### src/tdc_pkg.sv
// Shared types and constants for the thermostat dead-band controller.
`timescale 1ns / 1ps
`default_nettype none

package tdc_pkg;

    localparam int CODE_W     = 10;
    localparam int EXT_T_W    = 13;
    localparam int INT_T_W    = 15;
    localparam int SETPOINT_W = 6;
    localparam int GAIN_W     = 24;
    localparam int OFFSET_W   = 31;
    localparam int BAND_W     = 8;
    localparam int CFG_IDX_W  = 2;
    localparam int CFG_DATA_W = 31;

    localparam logic [GAIN_W-1:0]     GAIN_RESET   = 24'd951352;
    localparam logic [OFFSET_W-1:0]   OFFSET_RESET = 31'd306472878;
    localparam logic [BAND_W-1:0]     BAND_RESET   = 8'd5;

    localparam logic [SETPOINT_W-1:0] SETPOINT_MIN   = 6'd10;
    localparam logic [SETPOINT_W-1:0] SETPOINT_MAX   = 6'd35;
    localparam logic [SETPOINT_W-1:0] SETPOINT_RESET = 6'd23;

    // External scale: tenths = (code * 625) >> 7
    localparam logic [9:0] EXT_SCALE = 10'd625;
    localparam int         EXT_SHIFT = 7;

    localparam logic signed [INT_T_W-1:0] INT_TENTHS_MIN = -15'sd8192;
    localparam logic signed [INT_T_W-1:0] INT_TENTHS_MAX = 15'sd16383;

    typedef enum logic [CFG_IDX_W-1:0] {
        CFG_GAIN      = 2'd0,
        CFG_OFFSET    = 2'd1,
        CFG_HALF_BAND = 2'd2
    } cfg_idx_t;

    // Converted temperatures plus this tick's buttons
    typedef struct packed {
        logic [EXT_T_W-1:0]        ext_tenths;
        logic signed [INT_T_W-1:0] int_tenths;
        logic                      up;
        logic                      down;
        logic                      mode;
    } conv_t;

endpackage

`default_nettype wire

### src/tdc_conv.sv
// Input register and sensor conversion stage.
`timescale 1ns / 1ps
`default_nettype none

module tdc_conv (
    input  wire logic                          aclk,
    input  wire logic                          aresetn,
    input  wire logic                          s_valid,
    output logic                               s_ready,
    input  wire logic [tdc_pkg::CODE_W-1:0]    s_external_code,
    input  wire logic [tdc_pkg::CODE_W-1:0]    s_internal_code,
    input  wire logic                          s_button_up,
    input  wire logic                          s_button_down,
    input  wire logic                          s_button_mode,
    input  wire logic [tdc_pkg::GAIN_W-1:0]    gain,
    input  wire logic [tdc_pkg::OFFSET_W-1:0]  offset,
    output logic                               conv_valid,
    input  wire logic                          conv_ready,
    output tdc_pkg::conv_t                     conv_item
);
    import tdc_pkg::*;

    logic                in_valid_reg;
    logic [CODE_W-1:0]   ext_code_reg;
    logic [CODE_W-1:0]   int_code_reg;
    logic                up_reg;
    logic                down_reg;
    logic                mode_reg;

    logic                cv_valid_reg;
    conv_t               cv_reg;
    conv_t               cv_next;
    logic                cv_ready;

    logic [19:0]         ext_prod;
    logic [33:0]         int_prod;
    logic signed [35:0]  int_diff;
    logic signed [35:0]  int_biased;
    logic signed [19:0]  int_trunc;

    assign cv_ready = !cv_valid_reg || conv_ready;
    assign s_ready  = !in_valid_reg || cv_ready;

    always_comb begin
        ext_prod   = 20'(ext_code_reg) * 20'(EXT_SCALE);
        int_prod   = 34'(int_code_reg) * 34'(gain);
        int_diff   = $signed({2'b00, int_prod}) - $signed({5'b00000, offset});
        // bias negative values so the arithmetic shift truncates toward zero
        int_biased = int_diff + $signed({20'd0, {16{int_diff[35]}}});
        int_trunc  = int_biased[35:16];

        cv_next.ext_tenths = ext_prod[EXT_SHIFT +: EXT_T_W];
        if (int_trunc < $signed(20'(INT_TENTHS_MIN))) begin
            cv_next.int_tenths = INT_TENTHS_MIN;
        end else if (int_trunc > $signed(20'(INT_TENTHS_MAX))) begin
            cv_next.int_tenths = INT_TENTHS_MAX;
        end else begin
            cv_next.int_tenths = int_trunc[INT_T_W-1:0];
        end
        cv_next.up   = up_reg;
        cv_next.down = down_reg;
        cv_next.mode = mode_reg;
    end

    always_ff @(posedge aclk) begin
        if (!aresetn) begin
            in_valid_reg <= 1'b0;
        end else if (s_ready) begin
            in_valid_reg <= s_valid;
        end
        if (s_valid && s_ready) begin
            ext_code_reg <= s_external_code;
            int_code_reg <= s_internal_code;
            up_reg       <= s_button_up;
            down_reg     <= s_button_down;
            mode_reg     <= s_button_mode;
        end
    end

    always_ff @(posedge aclk) begin
        if (!aresetn) begin
            cv_valid_reg <= 1'b0;
        end else if (cv_ready) begin
            cv_valid_reg <= in_valid_reg;
        end
        if (in_valid_reg && cv_ready) begin
            cv_reg <= cv_next;
        end
    end

    assign conv_valid = cv_valid_reg;
    assign conv_item  = cv_reg;

endmodule

`default_nettype wire

### src/tdc_ctrl.sv
// Setpoint, sensor select and dead-band furnace control with result register.
`timescale 1ns / 1ps
`default_nettype none

module tdc_ctrl (
    input  wire logic                                 aclk,
    input  wire logic                                 aresetn,
    input  wire logic                                 conv_valid,
    output logic                                      conv_ready,
    input  wire tdc_pkg::conv_t                       conv_item,
    input  wire logic [tdc_pkg::BAND_W-1:0]           half_band,
    output logic                                      m_valid,
    input  wire logic                                 m_ready,
    output logic                                      m_furnace_on,
    output logic [tdc_pkg::EXT_T_W-1:0]               m_external_tenths,
    output logic signed [tdc_pkg::INT_T_W-1:0]        m_internal_tenths,
    output logic [tdc_pkg::SETPOINT_W-1:0]            m_setpoint_degrees,
    output logic                                      m_using_internal
);
    import tdc_pkg::*;

    logic                      res_valid_reg;
    logic [SETPOINT_W-1:0]     setpoint_reg;
    logic [SETPOINT_W-1:0]     setpoint_next;
    logic                      select_reg;
    logic                      select_next;
    logic                      furnace_reg;
    logic                      furnace_next;
    logic [EXT_T_W-1:0]        ext_reg;
    logic signed [INT_T_W-1:0] int_reg;

    logic [SETPOINT_W-1:0]     sp_up;
    logic [8:0]                sp10;
    logic signed [15:0]        sel_t;
    logic signed [15:0]        thr_lo;
    logic signed [15:0]        thr_hi;
    logic                      take;

    assign conv_ready = !res_valid_reg || m_ready;
    assign take       = conv_valid && conv_ready;

    always_comb begin
        // up first, then down, each wrapping at the ends of the range
        sp_up = setpoint_reg;
        if (conv_item.up) begin
            sp_up = (setpoint_reg >= SETPOINT_MAX) ? SETPOINT_MIN : setpoint_reg + 6'd1;
        end
        setpoint_next = sp_up;
        if (conv_item.down) begin
            setpoint_next = (sp_up <= SETPOINT_MIN) ? SETPOINT_MAX : sp_up - 6'd1;
        end
        select_next = select_reg ^ conv_item.mode;

        sp10   = {setpoint_next, 3'b000} + {2'b00, setpoint_next, 1'b0};
        sel_t  = select_next ? 16'(conv_item.int_tenths)
                             : $signed({3'b000, conv_item.ext_tenths});
        thr_lo = $signed({7'd0, sp10}) - $signed({8'd0, half_band});
        thr_hi = $signed({7'd0, sp10}) + $signed({8'd0, half_band});

        furnace_next = furnace_reg;
        if (sel_t < thr_lo) begin
            furnace_next = 1'b1;
        end
        if (sel_t > thr_hi) begin
            furnace_next = 1'b0;
        end
    end

    always_ff @(posedge aclk) begin
        if (!aresetn) begin
            res_valid_reg <= 1'b0;
            setpoint_reg  <= SETPOINT_RESET;
            select_reg    <= 1'b0;
            furnace_reg   <= 1'b0;
        end else begin
            if (conv_ready) begin
                res_valid_reg <= conv_valid;
            end
            if (take) begin
                setpoint_reg <= setpoint_next;
                select_reg   <= select_next;
                furnace_reg  <= furnace_next;
            end
        end
        if (take) begin
            ext_reg <= conv_item.ext_tenths;
            int_reg <= conv_item.int_tenths;
        end
    end

    // state registers double as the result fields: they change only on take
    assign m_valid            = res_valid_reg;
    assign m_furnace_on       = furnace_reg;
    assign m_external_tenths  = ext_reg;
    assign m_internal_tenths  = int_reg;
    assign m_setpoint_degrees = setpoint_reg;
    assign m_using_internal   = select_reg;

endmodule

`default_nettype wire

### src/thermostat_deadband_controller.sv
// Top level of the thermostat dead-band controller.
//
// Each input item is one refresh tick: two 10-bit converter codes and the
// up, down and mode button flags. Each item yields exactly one result item
// with the furnace drive, both temperatures in tenths of a degree, the
// setpoint and the selected sensor, all as they stand after that tick.
// Path: an accepted item passes the input register, the conversion
// register and the control/result register. Throughput: one item per
// cycle while m_ready is high; the three register stages hold one item each.
// Stall: when m_ready is low the result holds and the stages behind it
// fill; s_ready drops only once all three stages are full.
// Config: write gain, offset and half band through cfg_valid/cfg_index/
// cfg_data while no item is in flight; cfg_ready is always high and an
// unknown index is dropped.
// Reset (aresetn low, synchronous): pipeline empties, setpoint 23,
// external sensor selected, furnace off, registers take their defaults.
`timescale 1ns / 1ps
`default_nettype none

module thermostat_deadband_controller (
    input  wire logic                                 aclk,
    input  wire logic                                 aresetn,
    input  wire logic                                 s_valid,
    output logic                                      s_ready,
    input  wire logic [tdc_pkg::CODE_W-1:0]           s_external_code,
    input  wire logic [tdc_pkg::CODE_W-1:0]           s_internal_code,
    input  wire logic                                 s_button_up,
    input  wire logic                                 s_button_down,
    input  wire logic                                 s_button_mode,
    output logic                                      m_valid,
    input  wire logic                                 m_ready,
    output logic                                      m_furnace_on,
    output logic [tdc_pkg::EXT_T_W-1:0]               m_external_tenths,
    output logic signed [tdc_pkg::INT_T_W-1:0]        m_internal_tenths,
    output logic [tdc_pkg::SETPOINT_W-1:0]            m_setpoint_degrees,
    output logic                                      m_using_internal,
    input  wire logic                                 cfg_valid,
    output logic                                      cfg_ready,
    input  wire logic [tdc_pkg::CFG_IDX_W-1:0]        cfg_index,
    input  wire logic [tdc_pkg::CFG_DATA_W-1:0]       cfg_data
);
    import tdc_pkg::*;

    logic [GAIN_W-1:0]   gain_reg;
    logic [OFFSET_W-1:0] offset_reg;
    logic [BAND_W-1:0]   band_reg;

    logic                conv_valid;
    logic                conv_ready;
    conv_t               conv_item;

    assign cfg_ready = 1'b1;

    always_ff @(posedge aclk) begin
        if (!aresetn) begin
            gain_reg   <= GAIN_RESET;
            offset_reg <= OFFSET_RESET;
            band_reg   <= BAND_RESET;
        end else if (cfg_valid) begin
            unique case (cfg_idx_t'(cfg_index))
                CFG_GAIN:      gain_reg   <= cfg_data[GAIN_W-1:0];
                CFG_OFFSET:    offset_reg <= cfg_data[OFFSET_W-1:0];
                CFG_HALF_BAND: band_reg   <= cfg_data[BAND_W-1:0];
                default: begin
                    // drop writes to unknown registers
                end
            endcase
        end
    end

    tdc_conv u_conv (
        .aclk            (aclk),
        .aresetn         (aresetn),
        .s_valid         (s_valid),
        .s_ready         (s_ready),
        .s_external_code (s_external_code),
        .s_internal_code (s_internal_code),
        .s_button_up     (s_button_up),
        .s_button_down   (s_button_down),
        .s_button_mode   (s_button_mode),
        .gain            (gain_reg),
        .offset          (offset_reg),
        .conv_valid      (conv_valid),
        .conv_ready      (conv_ready),
        .conv_item       (conv_item)
    );

    tdc_ctrl u_ctrl (
        .aclk               (aclk),
        .aresetn            (aresetn),
        .conv_valid         (conv_valid),
        .conv_ready         (conv_ready),
        .conv_item          (conv_item),
        .half_band          (band_reg),
        .m_valid            (m_valid),
        .m_ready            (m_ready),
        .m_furnace_on       (m_furnace_on),
        .m_external_tenths  (m_external_tenths),
        .m_internal_tenths  (m_internal_tenths),
        .m_setpoint_degrees (m_setpoint_degrees),
        .m_using_internal   (m_using_internal)
    );

endmodule

`default_nettype wire

### config.mk
export PLATFORM = sky130hd
export DESIGN_NAME = thermostat_deadband_controller
export DESIGN_NICKNAME = d
export VERILOG_FILES = /design/src/tdc_pkg.sv /design/src/tdc_conv.sv /design/src/tdc_ctrl.sv /design/src/thermostat_deadband_controller.sv
export SDC_FILE = /design/constraint.sdc
export NUM_CORES = 1
export LEC_CHECK = 0
export BUFFER_PORTS_ARGS = -buffer_cell sky130_fd_sc_hd__buf_2
export CAP_MARGIN = 20
export CORE_AREA = 2 2 202 184
export DETAILED_ROUTE_END_ITERATION = 10
export DIE_AREA = 0 0 204 186
export HOLD_SLACK_MARGIN = 0.05
export PLACE_DENSITY = 0.76
export SLEW_MARGIN = 0
export SYNTH_ARGS = -nofsm -noshare
export SYNTH_HDL_FRONTEND = slang
export SYNTH_SLANG_ARGS = --single-unit
### constraint.sdc
create_clock -name aclk -period 7.17 [get_ports aclk]
set_clock_uncertainty 0.2 [all_clocks]
set_input_delay 0.717 -clock aclk [delete_from_list [all_inputs] [get_ports aclk]]
set_output_delay 0.717 -clock aclk [all_outputs]
set_load 0.01 [all_outputs]
* Word-level counts from Yosys, hierarchy flattened
Cells that the tools add are included.
** Cells by class
- $add $sub $neg :: 7
- Muxes and demuxes :: 8
- Order comparisons :: 6
- Reductions and logical operators :: 16
- Bitwise operators :: 1
- Multipliers :: 2
- Equality and inequality tests :: 2
** Operators by type and width (number)
- adder 36 x 17 -> 36 bit :: 1
- subtractor 34 x 31 -> 35 bit :: 1
- multiplier 10 x 24 -> 34 bit :: 1
- two-way mux 6 bit :: 4
- > comparator 20 x 15 -> 1 bit, second input constant :: 1
- < comparator 20 x 14 -> 1 bit, second input constant :: 1
- multiplier 10 x 10 -> 20 bit, second input constant :: 1
- > comparator 16 bit :: 1
- < comparator 16 bit :: 1
- two-way mux 16 bit :: 1
- two-way mux 15 bit :: 1
- adder 9 x 8 -> 10 bit :: 1
- subtractor 9 x 8 -> 10 bit :: 1
- adder 9 x 7 -> 9 bit :: 1
- AND reduction 2 bit :: 4
- adder 6 x 1 -> 6 bit, second input constant :: 1
- >= comparator 6 bit, second input constant :: 1
- <= comparator 6 x 4 -> 1 bit, second input constant :: 1
- subtractor 6 x 1 -> 6 bit, second input constant :: 1
- logical AND 1 bit :: 3
- zero test 1 bit :: 3
- logical OR 1 bit :: 3
- equality test 2 x 1 -> 1 bit, second input constant :: 1
- equality test 2 bit, second input constant :: 1
- 5 further kinds :: 6
** Word-level totals
- Output and inout port bits :: 39
- Input port bits :: 61
- Logic and storage cells :: 64
- Register bits after elaboration :: 156

* Longest topological paths before layout
Gate-level depths: netlist of the first run.
- Word-level depth :: 11
- Mapped depth :: 34

* By module
Synthesis of the first run repeated with hierarchy kept, for this count alone.
** Unflattened totals
- Cell total of the unflattened synthesis :: 2005
- Area total of the unflattened synthesis :: 18736.7 µm²
** By module, submodules not included
- tdc_conv :: area each 13071.3 µm², cells an instance 1444, instances 1
- tdc_ctrl :: area each 3105.5 µm², cells an instance 308, instances 1
- thermostat_deadband_controller :: area each 2560.0 µm², cells an instance 253, instances 1

* Worst setup path after synthesis of the first run
Ideal clock, no wire load.
- Path kind :: register -> register
- From :: register u_conv.int_code_reg[9]
- To :: register u_conv.cv_reg, in the netlist u_conv.conv_item[8] (data pin)
- Stages on the path, launching flop included :: 35
- Slack :: -0.670 ns
- Data arrival time :: 7.382 ns
- Path through :: edfxtp_1 clkbuf_1 nand2_1 fa_1 inv_1 fa_1 inv_1 fa_1 inv_1 fa_1 inv_1 fa_1 inv_1 ha_1 buf_2 a21oi_1 o21ai_1 a21oi_1 o21ai_0 o21a_1 nor2_1 inv_1 ha_1 a21oi_1 o21ai_0 o21a_1 o21ai_0 nor2_1 a311oi_1 nor3b_2 a31oi_2 buf_4 nor3b_2 xnor2_1 a21oi_2
** On the way
- Word-level cells in the longest chain between the ends :: 5
- Elaborated cells on any way between the ends :: 6
- Those cells by class :: add/sub (2); mul (1); order compare (2); mux (1)
** Ends and longest elaborated chain
- start, declared :: line tdc_conv.sv:25 : logic [CODE_W-1:0] int_code_reg;
- start signal, assigned :: line tdc_conv.sv:73 : int_code_reg <= s_internal_code;
- multiplier 10 x 24 -> 34 bit (*) :: line tdc_conv.sv:46 : int_prod = 34'(int_code_reg) * 34'(gain);
- subtractor 34 x 31 -> 35 bit (*) :: line tdc_conv.sv:47 : int_diff = $signed({2'b00, int_prod}) - $signed({5'b00000, offset});
- adder 36 x 17 -> 36 bit (*) :: line tdc_conv.sv:49 : int_biased = int_diff + $signed({20'd0, {16{int_diff[35]}}});
- > comparator 20 x 15 -> 1 bit :: line tdc_conv.sv:55 : end else if (int_trunc > $signed(20'(INT_TENTHS_MAX))) begin
- two-way mux 15 bit :: line tdc_conv.sv:55
- end signal, assigned :: line tdc_conv.sv:87 : cv_reg <= cv_next;
- end, declared :: line tdc_conv.sv:31 : conv_t cv_reg;
Every way passes the cells marked *; elsewhere a longest branch is shown, timed or not.
A chain may end at the register's enable or synchronous reset.

* Final worst setup path of the first run
- From :: register u_conv.int_code_reg[5]
- To :: register u_conv.cv_reg, in the netlist u_conv.conv_item[16] (data pin)
** On the way
- Word-level cells in the longest chain between the ends :: 5
- Elaborated cells on any way between the ends :: 6
- Those cells by class :: add/sub (2); mul (1); order compare (2); reduce/logical (1)
** Ends and longest elaborated chain (line)
- multiplier 10 x 24 -> 34 bit (*) :: tdc_conv.sv:46
- subtractor 34 x 31 -> 35 bit (*) :: tdc_conv.sv:47
- adder 36 x 17 -> 36 bit (*) :: tdc_conv.sv:49
- > comparator 20 x 15 -> 1 bit or < comparator 20 x 14 -> 1 bit (tied branches) :: tdc_conv.sv:55, tdc_conv.sv:53
- OR reduction 2 bit (no line)
Marked as above.

==> flow_metrics.py, run 1 <==
metrics = {
    "detailed_routing": {
        "vias_per_cell": 5.41,
        "first_pass_iters": 5,
        "total_number_of_vias": 14000,
        "wl_mm": 43.5,
        "avgRoutedWirePerCell_um": 16.7,
        "postRouteAntennaNets": 0,
        "drt-initial-drc-count": 1050,
        "post-route-drc-count": 0,
    },
    "worst_setup_path": {
        "longest_individual_stage_delay_on_the_worst_path_ps": 600,
        "timing.critical_path.required_ps": 7160,
        "regToRegEndpoint": "u_conv.conv_item[16]",
        "crit_slowest_cell": "fa_1",
        "crit_top_cell": "fa_1",
        "setup.reg_to_reg.worst_slack_ps": -370,
        "worst-endpoint-arrival_ps": 7530,
        "crit_fanout": 19,
        "worstRegToRegCells": 28,
        "path_class": "reg -> reg",
        "crit_end": "u_conv.conv_item[16]",
        "setup.worst_path.start_class": "flop",
        "top_family_by_delay_on_critical_path": "adder cells",
        "end_kind": "flop",
        "timing.critical_path.depth": 28,
        "critical_path_buf_inv_count": 5,
        "crit_start": "u_conv.int_code_reg[5]",
        "crit-reg2reg-launch": "u_conv.int_code_reg[5]",
    },
    "clock_network": {
        "root_buffer": "clkbuf_16",
        "cts.reportedPaths.clkPinSlew_ps": 70,
        "tritoncts": "yes",
        "cts_inserted_buffers": 17,
        "worst_skew_pair.late_latency_ps": 460,
        "clock_tree.htree_level_count": 4,
        "clkSinkCount": 156,
        "max-clock-path-buffers": 2,
        "holdBufCountCts": 0,
    },
    "power_and_ir_drop": {
        "report.power.total_uw": 10700,
        "p_leak_uw": 0.00958,
        "p_per_area_nw_per_um2": 510,
        "vdd.ir_drop.worst_uv": 398,
    },
    "sta": {
        "rsz0062_at_grt": "true",
        "setup-violations-final": 15,
        "worstMarginPinSlew_ps": 924,
        "slew-limit-headroom_pct": 37.4,
        "layout_min_cycle_time_ps": 7540,
        "timing.final.ws_setup_ps": -367,
        "final_number_of_hold_violating_endpoints": 0,
        "fmaxAchievable_mhz": 133,
        "timing.final.max_slew_violations": 0,
        "final_clock_period_utilization_by_the_worst_path_pct": 105,
        "setup_total_negative_slack_ps": -4300,
        "holdWs_ps": 225,
    },
    "synthesis": {
        "library_cells_used_by_synthesis": 77,
        "synth_compound_gate_area_share_pct": 11.4,
        "synth-edff-count": 82,
        "synthSimpleGateAreaFrac_pct": 15.4,
        "postSynthAreaPerCell_um2": 9.27,
        "synthDominantCellAreaShare_pct": 25.3,
        "seq_cells_post_synth": 156,
        "synthArstFlopShare_pct": 0,
        "syn-instance-count": 1911,
        "synth_area_leader": "fa_1",
        "post_synth_xor_area_fraction_pct": 3.02,
        "synth-main-ff-cell": "edfxtp_1",
        "post_synth_instance_area_um2": 17700,
        "mappedNetlistNets": 2374,
        "synth.mux.area_fraction_pct": 1.39,
        "synth.yosys.seq_area_share_pct": 22.3,
        "synthAdderAreaFrac_pct": 37.9,
        "synth_warnings": 0,
        "combinational_family_with_the_most_area_after_synthesis": "adder cells",
        "cell_types_occupying_the_most_area_after_synthesis": "fa_1 25%, edfxtp_1 14%, ha_1 13%, dfxtp_1 8.4%, nand2_1 6.7%",
    },
    "placed_design": {
        "dpl-instance-area_um2": 20000,
        "gp_routability_congestion": 0.902,
        "io_buffer_count": 98,
        "detailedPlacementHpwl_mm": 34.6,
    },
    "run": {
        "drv.max_cap_violation_count": 0,
    },
    "layout": {
        "antenna-diode-count": 0,
        "seq_area_um2": 3950,
        "mostFrequentLayoutCell": "nand2_1",
        "drive_above_1_share_pct": 18.7,
        "postLayoutCellArea_um2": 20900,
        "fill_cells": 2982,
        "multiInputGateArea_um2": 12600,
        "layout.cells.most_common_list": "313 x nand2_1, 306 x inv_1, 221 x fa_1",
        "syn_to_final_growth_pct": 17.9,
        "finish.net_count": 2572,
    },
    "grt": {
        "grt_pass1_wl_mm": 72.0,
        "gr-total-overflow": 0,
        "grt_antenna_before_repair": 0,
        "grt_max_degree": 75,
        "first_global_vias": 14800,
        "grt_usage_pct": 23.8,
    },
    "floorplanning": {
        "die_w_um": 204,
        "initial_utilization_pct": 49.4,
        "dieArea_um2": 37900,
        "placement_rows": 66,
        "io_pins": 100,
        "floorplan_core_area_um2": 35800,
        "die_height_um": 186,
    },
    "status": {
        "failed_checks": "negative setup slack",
        "outcome": "complete, but fails checks",
    },
    "min_path": {
        "holdCritPathClass": "reg -> reg",
    },
}
## Yosys cell counts (25+ instances only)
cell      number
a21boi_0      36
a21oi_1       67
and2_1        88
clkbuf_1      70
dfxtp_1       74
edfxtp_1      82
fa_1         224
ha_1         178
inv_1        307
nand2_1      314
nand3_1       25
nor2_1        55
o21ai_0       45
xnor2_1       49
## through the flow
step | std cells | worst slack (ps) | utilization (%)
3_3_place_gp | 2558 | -161 | 55.8
4_1_cts | 2591 | -289 | 57.8
2_1_floorplan | 1911 | -58.3 | -
5_1_grt | 2597 | -680 | 58.3
3_5_place_dp | 2558 | -422 | 55.8
6_report | 2597 | -367 | 58.3
## kinds of logic (layout without fill, tap and decap cells)
| group | after synthesis | after routing |
|---|---|---|
| other | 1 | 1 |
| multiplexers | 23 | 23 |
| adder cells (fa/ha/maj) | 402 | 402 |
| AND/OR/NAND/NOR | 582 | 582 |
| flip-flops | 156 | 156 |
| AO/OA/AOI/OAI | 289 | 289 |
| buffers and inverters | 397 | 607 |
| XOR/XNOR | 61 | 61 |
## timing repair
item	4_1_cts	5_1_grt
gates cloned	0	1
gates resized for setup	16	21
endpoints found under the setup margin	15	15
pin swaps	9	8
buffers inserted	2	4
## where the power goes
part	internal, uW	switching [uW]	leakage (uW)
clock	547	398	0.000281
combinational	3790	4650	0.00793
sequential	1170	98.9	0.00137
total	5510	5140	0.00958
## worst min path at each step
stage	startpoint	end	slack, ps	depth (start not counted)
after floorplan	u_conv.mode_reg	u_conv.conv_item[0]	200	0
after global placement	u_conv.mode_reg	u_conv.conv_item[0]	210	0
after detailed placement	u_conv.up_reg	u_conv.conv_item[2]	210	0
after CTS	s_external_code[2]	u_conv.ext_code_reg[2]	210	1
after global routing	s_external_code[2]	u_conv.ext_code_reg[2]	210	1
final	u_conv.up_reg	u_conv.conv_item[2]	230	0
## metal layers
metal  GRT usage [%]  part of all wire [%]
met1            30.5                    43
met2            41.4                    49
met3            3.66                   5.1
met4            7.83                   2.6
met5               0                     0
## cell type report
class	instances	share of cell area [%]
inverter	308	5.55
timing repair buffer	268	9.58
multi-input combinational	1358	60.3
sequential	156	18.9
clock buffer	18	2.05
clock inverter	13	0.791
tap	476	2.85
Power figures use the tool's default switching activity.
==> run 2, diff against run 1 <==
--- a/config.mk
+++ b/config.mk
@@ -5,13 +5,14 @@
 export SDC_FILE = /design/constraint.sdc
 export NUM_CORES = 1
 export LEC_CHECK = 0
+export ABC_AREA = 1
 export BUFFER_PORTS_ARGS = -buffer_cell sky130_fd_sc_hd__buf_2
 export CAP_MARGIN = 20
-export CORE_AREA = 2 2 202 184
+export CORE_AREA = 2 2 207 189
 export DETAILED_ROUTE_END_ITERATION = 10
-export DIE_AREA = 0 0 204 186
+export DIE_AREA = 0 0 209 191
 export HOLD_SLACK_MARGIN = 0.05
-export PLACE_DENSITY = 0.76
+export PLACE_DENSITY = 0.74
 export SLEW_MARGIN = 0
 export SYNTH_ARGS = -nofsm -noshare
 export SYNTH_HDL_FRONTEND = slang
==> constraint.sdc (replaced) <==
create_clock -name aclk -period 7.6 [get_ports aclk]
set_clock_uncertainty 0.2 [all_clocks]
set_input_delay 0.76 -clock aclk [delete_from_list [all_inputs] [get_ports aclk]]
set_output_delay 0.76 -clock aclk [all_outputs]
set_load 0.01 [all_outputs]
==> run 2 against run 1 <==
Against the previous run:
- the run now ends clean
- fmax increased by 3.1%
- highest routed layer unchanged
- utilization decreased by 2.5 points
- non-clock buffer count decreased by 105
- hold slack got worse by 4.7 ps
==> flow_metrics.py, run 2 <==
metrics = {
    "layout": {
        "syn_to_final_growth_pct": 12.8,
        "fill_cells": 3364,
        "mostFrequentLayoutCell": "nand2_1",
        "postLayoutCellArea_um2": 21100,
        "antenna-diode-count": 0,
        "drive_above_1_share_pct": 13.4,
        "layout.cells.most_common_list": "572 x nand2_1, 496 x inv_1, 213 x fa_1",
        "finish.net_count": 2912,
        "finish.utilization_pct": 55.8,
    },
    "synthesis": {
        "syn-instance-count": 2338,
        "synth_area_leader": "fa_1",
        "synth_warnings": 0,
        "synth-main-ff-cell": "edfxtp_1",
        "synth.yosys.seq_area_share_pct": 21.1,
        "synth-edff-count": 82,
        "postSynthAreaPerCell_um2": 8.01,
        "library_cells_used_by_synthesis": 58,
        "mappedNetlistNets": 2801,
        "seq_cells_post_synth": 156,
        "post_synth_most_frequent_cells": "581 x nand2_1, 497 x inv_1, 224 x fa_1",
        "synth.most_common_cell": "nand2_1",
        "post_synth_instance_area_um2": 18700,
        "synthDominantCellAreaShare_pct": 24.0,
        "cell_types_occupying_the_most_area_after_synthesis": "fa_1 24%, edfxtp_1 13%, ha_1 12%, nand2_1 12%, inv_1 10%",
        "synthArstFlopShare_pct": 0,
    },
    "detailed_routing": {
        "postRouteAntennaNets": 0,
        "vias_per_cell": 5.29,
        "first_pass_iters": 5,
        "wl_mm": 50.6,
        "avgRoutedWirePerCell_um": 17.1,
        "post-route-drc-count": 0,
        "drt-initial-drc-count": 1363,
        "total_number_of_vias": 15600,
    },
    "floorplanning": {
        "dieArea_um2": 39900,
        "die_w_um": 209,
        "die_height_um": 191,
        "io_pins": 100,
        "placement_rows": 68,
        "initial_utilization_pct": 49.4,
        "floorplan_core_area_um2": 37900,
    },
    "sta": {
        "fmaxAchievable_mhz": 137,
        "final_clock_period_utilization_by_the_worst_path_pct": 96.2,
        "layout_min_cycle_time_ps": 7310,
        "setup_total_negative_slack_ps": 0,
        "slew-limit-headroom_pct": 31.4,
        "final_number_of_hold_violating_endpoints": 0,
        "timing.final.max_slew_violations": 0,
        "setup-violations-final": 0,
        "worstMarginPinSlew_ps": 1030,
        "timing.final.ws_setup_ps": 289,
    },
    "grt": {
        "first_global_vias": 15900,
        "grt_antenna_before_repair": 0,
        "grt_usage_pct": 26.0,
        "grt_pass1_wl_mm": 81.9,
        "grt_max_degree": 67,
        "gr-total-overflow": 0,
    },
    "worst_setup_path": {
        "timing.critical_path.depth": 38,
        "end_kind": "flop",
        "path_class": "reg -> reg",
        "crit_end": "u_conv.conv_item[8]",
        "setup.reg_to_reg.worst_slack_ps": 290,
        "crit-reg2reg-launch": "u_conv.int_code_reg[7]",
        "setup.worst_path.start_class": "flop",
        "timing.critical_path.required_ps": 7600,
        "worstRegToRegCells": 38,
        "regToRegEndpoint": "u_conv.conv_item[8]",
        "crit_top_cell": "nand2_1",
        "worst-endpoint-arrival_ps": 7310,
        "top_family_by_delay_on_critical_path": "adder cells",
        "longest_individual_stage_delay_on_the_worst_path_ps": 580,
        "critical_path_buf_inv_count": 7,
        "crit_start": "u_conv.int_code_reg[7]",
        "crit_fanout": 6,
        "crit_slowest_cell": "fa_2",
    },
    "placed_design": {
        "gp_routability_congestion": 0.940,
        "io_buffer_count": 98,
        "detailedPlace.worstSlack_ps": 131,
        "dpl-instance-area_um2": 20000,
        "detailedPlacementHpwl_mm": 39.8,
    },
    "clock_network": {
        "max-clock-path-buffers": 2,
        "cts.reportedPaths.clkPinSlew_ps": 70,
        "tritoncts": "yes",
        "cts_inserted_buffers": 17,
        "clock_tree.htree_level_count": 4,
        "clkSinkCount": 156,
        "worst_skew_pair.late_latency_ps": 450,
        "root_buffer": "clkbuf_16",
    },
    "status": {
        "outcome": "finished clean",
    },
    "min_path": {
        "holdCritPathClass": "reg -> reg",
        "hold_start": "u_conv.mode_reg",
    },
    "run": {
        "drv.max_cap_violation_count": 0,
    },
}
==> run 2: repair_timing <==
item | in CTS | in global routing
gates resized for setup | 0 | 79
endpoints found under the setup margin | 0 | 14
hold buffers | 0 | 0
setup buffers | 0 | 14
==> run 2: stage by stage <==
step                instances  hold slack (ps)
CTS                      2934              221
finish                   2952              221
global route             2952              232
floorplan                2338              200
detailed placement       2902              205
global placement         2902              218
==> run 2: kinds of logic after synthesis <==
| group | synth area share (%) |
|---|---|
| compound gates | 8.03 |
| xor+xnor | 3.18 |
| fa+ha+maj | 35.9 |
| buf+inv | 11.8 |
| flops | 21.1 |
| mux | 0.0535 |
| other cells | 0.0200 |
| simple gates | 20.0 |
==> run 2: routing by layer <==
layer | GRT usage, % | wire [um] | vias up
met2 | 42.8 | 23400 | 607
met1 | 35.4 | 22400 | 7534
li1 | - | - | 7386
met3 | 4.53 | 3770 | 85
met4 | 7.12 | 1020 | 0
met5 | 0 | 0 | -
==> run 2: layout make-up <==
type	count	area (um2)	area share, %
Clock inverter	14	170	0.806
Timing Repair Buffer	163	1190	5.62
Multi-Input combinational cell	1605	12900	60.9
Sequential cell	156	3960	18.7
Tap cell	490	613	2.90
Inverter	506	1900	8.99
Clock buffer	18	429	2.03
==> run 2: worst register-to-register path, delay by kind of cell, from the launching register on <==
family	cells	cell delay [ps]
fa+ha+maj	7	3160
buf+inv	7	790
simple gates	19	1540
compound gates	5	1000
flops	1	380
==> run 2: worst min path at each step <==
| stage | endpoint | slack, ps | cells after the start |
|---|---|---|---|
| after floorplan | u_conv.conv_item[0] | 200 | 0 |
| final | u_conv.conv_item[0] | 220 | 0 |
| after global placement | u_conv.conv_item[0] | 220 | 0 |
| after detailed placement | u_conv.conv_item[0] | 200 | 0 |
| after global routing | u_conv.conv_item[2] | 230 | 0 |
| after CTS | u_conv.conv_item[0] | 220 | 0 |
Power of run 2 is not shown: default switching activity piles up to over one toggle a cycle in this logic, so the estimate is an artifact.
